**config.mk**
```make
export PLATFORM = sky130hd
export DESIGN_NAME = undo_redo_stack_pair_core
export DESIGN_NICKNAME = d
export VERILOG_FILES = /design/src/sv/urs_pkg.sv /design/src/sv/urs_fifo.sv /design/src/sv/urs_front.sv /design/src/sv/urs_back.sv /design/src/sv/undo_redo_stack_pair_core.sv
export SDC_FILE = /design/constraint.sdc
export NUM_CORES = 1
export LEC_CHECK = 0
export BUFFER_PORTS_ARGS = -buffer_cell sky130_fd_sc_hd__buf_4
export CORE_ASPECT_RATIO = 1.5
export CORE_MARGIN = 2
export CORE_UTILIZATION = 55
export CTS_BUF_LIST = sky130_fd_sc_hd__clkbuf_16
export DETAILED_ROUTE_END_ITERATION = 8
export PLACE_DENSITY = 0.72
export SLEW_MARGIN = 30
export SYNTH_ARGS = -nofsm -noshare
export SYNTH_HDL_FRONTEND = slang
export SYNTH_HIERARCHICAL = 1
export SYNTH_SLANG_ARGS = --single-unit
```
**constraint.sdc**
```tcl
create_clock -name clk -period 6.35 [get_ports clk]
set_clock_uncertainty 0.05 [all_clocks]
set_input_delay 1.27 -clock clk [delete_from_list [all_inputs] [get_ports clk]]
set_output_delay 1.27 -clock clk [all_outputs]
set_load 0.01 [all_outputs]
```
**src/sv/urs_pkg.sv**
```systemverilog
// ----------------------------------------------------------------------------
// urs_pkg
// Shared types and codes for the undo/redo stack pair: opcodes, decoded
// command beat, status codes and the result beat.
// ----------------------------------------------------------------------------
package urs_pkg;

  localparam int VALUE_W = 32;

  localparam logic [2:0] OP_ADD   = 3'd0;
  localparam logic [2:0] OP_UNDO  = 3'd1;
  localparam logic [2:0] OP_REDO  = 3'd2;
  localparam logic [2:0] OP_CLEAR = 3'd3;
  localparam logic [2:0] OP_DUMP  = 3'd4;

  localparam logic [1:0] ST_OK      = 2'd0;
  localparam logic [1:0] ST_EMPTY   = 2'd1;
  localparam logic [1:0] ST_FULL    = 2'd2;
  localparam logic [1:0] ST_NOTHING = 2'd3;

  localparam logic STK_UNDO = 1'b0;
  localparam logic STK_REDO = 1'b1;

  typedef enum logic [2:0] {
    CMD_ADD,
    CMD_UNDO,
    CMD_REDO,
    CMD_CLEAR,
    CMD_DUMP
  } cmd_kind_t;

  typedef struct packed {
    cmd_kind_t            kind;
    logic [VALUE_W-1:0]   value;
  } cmd_t;

  typedef struct packed {
    logic [1:0]           status;
    logic                 which;
    logic [VALUE_W-1:0]   entry;
    logic [3:0]           position;
    logic [4:0]           undo_depth;
    logic [4:0]           redo_depth;
    logic                 last;
  } result_t;

endpackage

```
**src/sv/urs_fifo.sv**
```systemverilog
// ----------------------------------------------------------------------------
// urs_fifo
// Two-entry queue used between front and back and on the result side.
// ----------------------------------------------------------------------------
module urs_fifo #(
  parameter int WIDTH = 8
) (
  input  logic             clk,
  input  logic             rst,
  input  logic             push,
  input  logic [WIDTH-1:0] din,
  output logic             full,
  input  logic             pop,
  output logic [WIDTH-1:0] dout,
  output logic             empty
);

  logic [WIDTH-1:0] slot [2];
  logic             wr_ptr;
  logic             rd_ptr;
  logic [1:0]       count;
  logic             do_push;
  logic             do_pop;

  assign full    = (count == 2'd2);
  assign empty   = (count == 2'd0);
  assign do_push = push && !full;
  assign do_pop  = pop && !empty;
  assign dout    = slot[rd_ptr];

  always_ff @(posedge clk) begin
    if (rst) begin
      wr_ptr <= 1'b0;
      rd_ptr <= 1'b0;
      count  <= 2'd0;
    end else begin
      if (do_push) wr_ptr <= ~wr_ptr;
      if (do_pop) rd_ptr <= ~rd_ptr;
      count <= count + 2'(do_push) - 2'(do_pop);
    end
  end

  always_ff @(posedge clk) begin
    if (do_push) slot[wr_ptr] <= din;
  end

endmodule

```
**src/sv/urs_front.sv**
```systemverilog
// ----------------------------------------------------------------------------
// urs_front
// Input side: takes operation beats, decodes the opcode into a command and
// queues it for the back end. Reserved opcodes are taken and discarded.
// ----------------------------------------------------------------------------
module urs_front (
  input  logic                       push,
  output logic                       full,
  input  logic [2:0]                 operation,
  input  logic [urs_pkg::VALUE_W-1:0] entry_value,
  output logic                       cmd_push,
  output urs_pkg::cmd_t              cmd,
  input  logic                       cmd_full
);

  logic op_ok;

  always_comb begin
    op_ok    = 1'b1;
    cmd.kind = urs_pkg::CMD_ADD;
    case (operation)
      urs_pkg::OP_ADD:   cmd.kind = urs_pkg::CMD_ADD;
      urs_pkg::OP_UNDO:  cmd.kind = urs_pkg::CMD_UNDO;
      urs_pkg::OP_REDO:  cmd.kind = urs_pkg::CMD_REDO;
      urs_pkg::OP_CLEAR: cmd.kind = urs_pkg::CMD_CLEAR;
      urs_pkg::OP_DUMP:  cmd.kind = urs_pkg::CMD_DUMP;
      default:           op_ok    = 1'b0;
    endcase
    cmd.value = entry_value;
  end

  assign full     = cmd_full;
  assign cmd_push = push && !cmd_full && op_ok;

endmodule

```
**src/sv/urs_back.sv**
```systemverilog
// ----------------------------------------------------------------------------
// urs_back
// Execution side: owns the shared entry store and both stack counts, runs
// one command at a time and writes result beats into the result queue.
// ----------------------------------------------------------------------------
module urs_back #(
  parameter int DEPTH       = 16,
  parameter int ENTRY_WIDTH = 32
) (
  input  logic             clk,
  input  logic             rst,
  input  logic             cmd_empty,
  input  urs_pkg::cmd_t    cmd,
  output logic             cmd_pop,
  input  logic             res_full,
  output logic             res_push,
  output urs_pkg::result_t res
);

  localparam int CW = $clog2(DEPTH + 1);
  localparam int AW = $clog2(DEPTH);
  // only the low min(ENTRY_WIDTH, 32) input bits can ever be stored
  localparam int SW = (ENTRY_WIDTH < urs_pkg::VALUE_W) ? ENTRY_WIDTH : urs_pkg::VALUE_W;

  typedef enum logic [1:0] {
    S_IDLE,
    S_MOVE,
    S_DUMP_RD,
    S_DUMP_OUT
  } state_t;

  state_t        state, state_next;
  logic [CW-1:0] undo_count, undo_count_next;
  logic [CW-1:0] redo_count, redo_count_next;
  logic [CW-1:0] idx, idx_next;
  logic          phase, phase_next;     // dump walk: 0 undo, 1 redo
  logic          mv_undo, mv_undo_next; // pending move direction

  logic [SW-1:0] store [DEPTH];
  logic [SW-1:0] mem_rdata;
  logic          mem_we, mem_re;
  logic [CW-1:0] mem_waddr, mem_raddr;
  logic [SW-1:0] mem_wdata;

  logic [CW:0]   used;
  logic [CW-1:0] cur_cnt;
  logic          at_end;

  assign used    = {1'b0, undo_count} + {1'b0, redo_count};
  assign cur_cnt = phase ? redo_count : undo_count;
  assign at_end  = (idx == cur_cnt - CW'(1));

  always_comb begin
    state_next      = state;
    undo_count_next = undo_count;
    redo_count_next = redo_count;
    idx_next        = idx;
    phase_next      = phase;
    mv_undo_next    = mv_undo;
    cmd_pop         = 1'b0;
    res_push        = 1'b0;
    res             = '0;
    mem_we          = 1'b0;
    mem_waddr       = '0;
    mem_wdata       = cmd.value[SW-1:0];
    mem_re          = 1'b0;
    mem_raddr       = '0;

    case (state)
      S_IDLE: begin
        if (!cmd_empty && !res_full) begin
          cmd_pop = 1'b1;
          case (cmd.kind)
            urs_pkg::CMD_ADD: begin
              res_push = 1'b1;
              res.last = 1'b1;
              res.which = urs_pkg::STK_UNDO;
              if (used >= (CW+1)'(DEPTH)) begin
                res.status = urs_pkg::ST_FULL;
              end else begin
                mem_we          = 1'b1;
                mem_waddr       = undo_count;
                undo_count_next = undo_count + CW'(1);
                res.status      = urs_pkg::ST_OK;
                res.entry       = urs_pkg::VALUE_W'(cmd.value[SW-1:0]);
              end
            end
            urs_pkg::CMD_UNDO: begin
              if (undo_count == '0) begin
                res_push   = 1'b1;
                res.last   = 1'b1;
                res.status = urs_pkg::ST_EMPTY;
                res.which  = urs_pkg::STK_UNDO;
              end else begin
                mem_re       = 1'b1;
                mem_raddr    = undo_count - CW'(1);
                mv_undo_next = 1'b1;
                state_next   = S_MOVE;
              end
            end
            urs_pkg::CMD_REDO: begin
              if (redo_count == '0) begin
                res_push   = 1'b1;
                res.last   = 1'b1;
                res.status = urs_pkg::ST_EMPTY;
                res.which  = urs_pkg::STK_REDO;
              end else begin
                mem_re       = 1'b1;
                mem_raddr    = CW'(DEPTH) - redo_count;
                mv_undo_next = 1'b0;
                state_next   = S_MOVE;
              end
            end
            urs_pkg::CMD_CLEAR: begin
              undo_count_next = '0;
              redo_count_next = '0;
              res_push        = 1'b1;
              res.last        = 1'b1;
              res.status      = urs_pkg::ST_OK;
            end
            urs_pkg::CMD_DUMP: begin
              if (used == '0) begin
                res_push   = 1'b1;
                res.last   = 1'b1;
                res.status = urs_pkg::ST_NOTHING;
              end else begin
                phase_next = (undo_count == '0);
                idx_next   = '0;
                state_next = S_DUMP_RD;
              end
            end
            default: ;
          endcase
          // depths reported after this step
          res.undo_depth = 5'(undo_count_next);
          res.redo_depth = 5'(redo_count_next);
        end
      end

      S_MOVE: begin
        if (!res_full) begin
          mem_we    = 1'b1;
          mem_wdata = mem_rdata;
          if (mv_undo) begin
            mem_waddr       = CW'(DEPTH - 1) - redo_count;
            undo_count_next = undo_count - CW'(1);
            redo_count_next = redo_count + CW'(1);
            res.which       = urs_pkg::STK_REDO;
          end else begin
            mem_waddr       = undo_count;
            undo_count_next = undo_count + CW'(1);
            redo_count_next = redo_count - CW'(1);
            res.which       = urs_pkg::STK_UNDO;
          end
          res_push       = 1'b1;
          res.status     = urs_pkg::ST_OK;
          res.entry      = urs_pkg::VALUE_W'(mem_rdata);
          res.last       = 1'b1;
          res.undo_depth = 5'(undo_count_next);
          res.redo_depth = 5'(redo_count_next);
          state_next     = S_IDLE;
        end
      end

      S_DUMP_RD: begin
        mem_re     = 1'b1;
        mem_raddr  = phase ? (CW'(DEPTH) - redo_count + idx)
                           : (undo_count - CW'(1) - idx);
        state_next = S_DUMP_OUT;
      end

      S_DUMP_OUT: begin
        if (!res_full) begin
          res_push       = 1'b1;
          res.status     = urs_pkg::ST_OK;
          res.which      = phase;
          res.entry      = urs_pkg::VALUE_W'(mem_rdata);
          res.position   = 4'(idx);
          res.undo_depth = 5'(undo_count);
          res.redo_depth = 5'(redo_count);
          res.last       = at_end && (phase || redo_count == '0);
          if (!at_end) begin
            idx_next   = idx + CW'(1);
            state_next = S_DUMP_RD;
          end else if (!phase && redo_count != '0) begin
            phase_next = 1'b1;
            idx_next   = '0;
            state_next = S_DUMP_RD;
          end else begin
            state_next = S_IDLE;
          end
        end
      end

      default: state_next = S_IDLE;
    endcase
  end

  always_ff @(posedge clk) begin
    if (rst) begin
      state      <= S_IDLE;
      undo_count <= '0;
      redo_count <= '0;
      idx        <= '0;
      phase      <= 1'b0;
      mv_undo    <= 1'b0;
    end else begin
      state      <= state_next;
      undo_count <= undo_count_next;
      redo_count <= redo_count_next;
      idx        <= idx_next;
      phase      <= phase_next;
      mv_undo    <= mv_undo_next;
    end
  end

  always_ff @(posedge clk) begin
    if (mem_we) store[mem_waddr[AW-1:0]] <= mem_wdata;
    if (mem_re) mem_rdata <= store[mem_raddr[AW-1:0]];
  end

  a_occupancy: assert property (@(posedge clk) disable iff (rst)
    used <= (CW+1)'(DEPTH))
    else $error("stack occupancy exceeds store depth");

  a_no_overflow: assert property (@(posedge clk) disable iff (rst)
    res_push |-> !res_full)
    else $error("result beat written into full queue");

  a_clear: assert property (@(posedge clk) disable iff (rst)
    (state == S_IDLE && cmd_pop && cmd.kind == urs_pkg::CMD_CLEAR)
    |=> (undo_count == '0 && redo_count == '0))
    else $error("clear left entries on a stack");

  a_dump_end: assert property (@(posedge clk) disable iff (rst)
    (state == S_DUMP_OUT && res_push && res.last) |=> (state == S_IDLE))
    else $error("dump walk continued past its last beat");

endmodule

```
**src/sv/undo_redo_stack_pair_core.sv**
```systemverilog
// ----------------------------------------------------------------------------
// undo_redo_stack_pair_core
// Undo and redo stacks sharing one store of DEPTH entries.
// ----------------------------------------------------------------------------
// Input channel: push/full, one beat per operation (operation, entry_value).
// Result channel: empty/pop, result fields valid while empty is low.
// A front decoder drops reserved opcodes and queues commands in a two-entry
// queue; the back end executes them against the entry store, a single-port
// write / registered-read memory, and fills a two-entry result queue.
// In the back end, add, clear and the empty-stack cases complete in the idle
// state; undo and redo read the store, then write to the other stack; dump
// reads the store once per listed entry, then sends that entry's result.
// Each command's first result reaches the ports through the command queue,
// the back end and the result queue, after any store read that it needs.
// Dump gives one result per entry, last marks the final beat of a command.
// Reset (rst, synchronous) empties both stacks and both queues.
// When pop is held low the result queue fills, the back end waits, and once
// the command queue is full the full output rises; nothing is dropped.
// ----------------------------------------------------------------------------
module undo_redo_stack_pair_core #(
  parameter int DEPTH       = 16,
  parameter int ENTRY_WIDTH = 32
) (
  input  logic        clk,
  input  logic        rst,
  input  logic        push,
  output logic        full,
  input  logic [2:0]  operation,
  input  logic [31:0] entry_value,
  output logic        empty,
  input  logic        pop,
  output logic [1:0]  status,
  output logic        which_stack,
  output logic [31:0] entry_out,
  output logic [3:0]  position,
  output logic [4:0]  undo_depth,
  output logic [4:0]  redo_depth,
  output logic        last
);

  localparam int CMD_W = $bits(urs_pkg::cmd_t);
  localparam int RES_W = $bits(urs_pkg::result_t);

  urs_pkg::cmd_t    cmd_in, cmd_out;
  urs_pkg::result_t res_in, res_out;
  logic [CMD_W-1:0] cmd_bits;
  logic [RES_W-1:0] res_bits;
  logic             cmd_push, cmd_full, cmd_empty, cmd_pop;
  logic             res_push, res_full;

  urs_front u_front (
    .push        (push),
    .full        (full),
    .operation   (operation),
    .entry_value (entry_value),
    .cmd_push    (cmd_push),
    .cmd         (cmd_in),
    .cmd_full    (cmd_full)
  );

  urs_fifo #(.WIDTH(CMD_W)) u_cmd_q (
    .clk   (clk),
    .rst   (rst),
    .push  (cmd_push),
    .din   (cmd_in),
    .full  (cmd_full),
    .pop   (cmd_pop),
    .dout  (cmd_bits),
    .empty (cmd_empty)
  );

  assign cmd_out = urs_pkg::cmd_t'(cmd_bits);

  urs_back #(.DEPTH(DEPTH), .ENTRY_WIDTH(ENTRY_WIDTH)) u_back (
    .clk       (clk),
    .rst       (rst),
    .cmd_empty (cmd_empty),
    .cmd       (cmd_out),
    .cmd_pop   (cmd_pop),
    .res_full  (res_full),
    .res_push  (res_push),
    .res       (res_in)
  );

  urs_fifo #(.WIDTH(RES_W)) u_res_q (
    .clk   (clk),
    .rst   (rst),
    .push  (res_push),
    .din   (res_in),
    .full  (res_full),
    .pop   (pop),
    .dout  (res_bits),
    .empty (empty)
  );

  assign res_out     = urs_pkg::result_t'(res_bits);
  assign status      = res_out.status;
  assign which_stack = res_out.which;
  assign entry_out   = res_out.entry;
  assign position    = res_out.position;
  assign undo_depth  = res_out.undo_depth;
  assign redo_depth  = res_out.redo_depth;
  assign last        = res_out.last;

endmodule

```
==> summary.md <==
| Metric | Value |
|---|---|
| PD cells | 423.4 nW/um^2 |
| Synth Flop Type | edfxtp_1 |
| Area Overhead vs Synth | 11.75% |
| Syn_area_per_cell | 14.99 um^2 |
| Post-synth cell types | 71 |
| CP max FO | 54 |
| Share of cells above drive strength 1 | 18.52% |
| Seq/Total Area, Yosys | 70.44% |
| Minimum clock period after layout | 4.861 ns |
| Leak | 12.93 nW |
| Crit start category | flop |
| H-tree depth | 2 |
| RR Startpoint | u_back/redo_count[0] |
| Rows | 107 |
| First-pass detailed-route iteration total | 5 |
| Antenna violations before repair | 0 |
| Max Cap Violations | 0 |
| Non-Filler Instances | 2945 |
| # resized after CTS | 0 |
| Largest net degree at the start of global routing | 116 |
| RSZ-0062 raised after global routing | no |
| Top Usage Layer GRT | met2 |
| Fin crit share | 76.54% |
| Worst R2R Path Depth | 13 |
| HP Class | flop to flop |
| Cell Area, Synth | 31260 um^2 |
| Post-synth ARST share | 0% |
| Drt drc | 0 |
| GR Util met1 | 29.36% |
| CTS tree | built |
| Setup crit start | u_back/redo_count[0] |
| Final hold slack | 0.4573 ns |
| Number of buffers added for setup after CTS | 0 |
| Synth area leaders | edfxtp_1 69%, mux2i_1 5.4%, mux2_2 4.9% |
| Total gr overflow | 0 |
| CTS hold repair buffers | 0 |
| Total power | 14.79 mW |
| Antenna diodes | 0 |
| Sink Count | 743 |
| Final slew viol count | 0 |
| CTS Root Cell | clkbuf_16 |
| Total number of vias | 17670 |
| Inserted Clock Buffers | 61 |
| Fmax | 0.2057 GHz |
| Vias in the first global route | 17630 |
| Hold depth | 2 |
| Clk_lat worst skew | 0.62 ns |
| DR vias/cell | 5.998 |
| Share of the synthesized area in the top cell type | 68.58% |
| Die Span Y | 296 um |
| FF-to-FF setup slack | 1.49 ns |
| Slew headroom | 34.11% |
| Filler cells | 4069 |
| Placed insts | 2829 |
| Syn_nets | 2153 |
| DRT iter0 DRCs | 1601 |
| Final hold viol count | 0 |
| Post-synthesis instance total | 2085 |
| Max Root-Sink Buffers | 3 |
| Status | complete, no violations |
| GRT Total Usage | 24.32% |
| Core Area | 56500 um^2 |
| CP arrival | 5.29 ns |
| Top Ports | 91 |
| Wirelength per Cell | 24.42 um |
| VDD IR-drop max | 0.2797 mV |
| DRT Wirelength | 71920 um |
| Worst Path Required | 6.78 ns |
| CP Capture Type | flop |
| Yosys warns | 6 |
| Setup-failing EPs final | 0 |
| DIE AREA | 58800 um^2 |
| Total negative setup slack | 0 ns |
| GR Util met2 | 42.39% |
| Placed wire-length estimate | 45520 um |
| First-pass GRT wire length | 106200 um |
| Post-synth EDFFs | 714 |
| IO Port Bufs | 90 |
| Synth top cells by count | 714 x edfxtp_1, 269 x nand2_1, 168 x mux2i_1 |
| Die width | 198.7 um |
| Met3 Usage GRT | 4.435% |
| Layout net count | 2197 |
| Final Wtd Congestion | 0.9184 |
| Count leader, synth | edfxtp_1 |
| Routed Antenna Nets | 0 |
| Post-Route Utilization | 61.84% |
| Post-synthesis sequential element count | 743 |
| Largest area contributor in the netlist | edfxtp_1 |
| Slew @ Worst Pin | 0.9884 ns |
| Clock slew at reported path FFs | 0.07 ns |
| WS Path Type | flop to flop |
| Critical Path End | u_back/mem_rdata[8] |
| Starting Density | 55.34% |
| Reg2reg end | u_back/mem_rdata[8] |
[cell families (layout without fill, tap and decap cells)]
logic type	Yosys count	in the layout	synth area share (%)
fa+ha+maj	29	29	1.257
flops	743	743	70.44
compound gates	302	302	6.896
xor+xnor	23	23	0.6443
mux	318	318	10.78
buf+inv	174	271	2.805
simple gates	496	496	7.180
[flip-flops by register name, indices dropped and copies added (netlist names), named ones only]
name and cells:
u_cmd_q/rd_ptr 1, u_res_q/slot 100, u_res_q/count 2, u_back/mv_undo 1
u_back/store 512, u_res_q/wr_ptr 1, u_cmd_q/wr_ptr 1, u_back/undo_count 5
u_back/mem_rdata 32, u_back/redo_count 5, u_back/state 2, u_cmd_q/count 2
u_back/phase 1, u_res_q/rd_ptr 1, u_cmd_q/slot 70, u_back/idx 5
[power breakdown]
| group | internal (mW) | switching (mW) |
|---|---|---|
| Combinational | 1.33 | 2.53 |
| Sequential | 6.59 | 0.220 |
| Clock | 2.43 | 1.70 |
| Total | 10.3 | 4.44 |
[placed cells by master, fill, tap and decap left out, drive strengths merged, types with 7 or more instances in the layout]
master  instances
a211o          32
a211oi         70
a21o           12
a21oi          31
a22o           33
a31oi          36
and3            7
buf           130
bufinv         16
clkbuf         62
clkinv         26
dfxtp          29
edfxtp        714
ha             25
inv            36
mux2          150
mux2i         168
nand2         269
nand2b         13
nand3          44
nor2           69
nor2b          38
nor3           16
o21ai          23
o22ai          37
or3             7
xnor2          16
xor2            7
[worst max-delay path: stages, from the launching register on]
cell	delay [ns]
dfxtp_1	0.57
inv_1	0.24
ha_1	0.29
xnor2_1	0.22
ha_1	0.30
and3_1	0.22
o211ai_1	0.17
nor3b_1	0.28
o21ai_0	0.28
a32oi_4	0.85
buf_12	0.39
mux2_2	0.38
o22ai_1	0.30
a211o_1	0.15
[per-stage QoR]
stage / instance area (um^2) / worst slack, ns
floorplan: 31260 / 1.378
global placement: 32620 / 1.747
detailed placement: 32700 / 1.685
CTS: 34940 / 1.631
global route: 34940 / 1.365
finish: 34940 / 1.489
[area by class of cell]
type | count | area (um^2) | share of cell area [%]
tap | 763 | 954.7 | 2.732
multi-input combinational | 1168 | 8539 | 24.44
inverter | 25 | 96.34 | 0.2757
sequential | 743 | 22020 | 63.04
timing repair buffer | 130 | 1086 | 3.108
clock buffer | 62 | 1551 | 4.441
clock inverter | 54 | 686.9 | 1.966
[metal layers]
| layer | wire, um | vias to the layer above |
|---|---|---|
| li1 | - | 8000 |
| met1 | 27430 | 8847 |
| met2 | 36470 | 664 |
| met3 | 4763 | 154 |
| met4 | 3259 | 0 |
| met5 | 0 | - |
[how the worst min path moves through the flow]
stage | from | endpoint
after floorplan | u_cmd_q/wr_ptr | u_cmd_q/wr_ptr
after global placement | u_res_q/wr_ptr | u_res_q/wr_ptr
after detailed placement | u_cmd_q/wr_ptr | u_cmd_q/wr_ptr
after CTS | u_cmd_q/wr_ptr | u_cmd_q/wr_ptr
after global routing | u_res_q/wr_ptr | u_res_q/wr_ptr
final | u_res_q/wr_ptr | u_res_q/wr_ptr
Power figures use the tool's default switching activity.
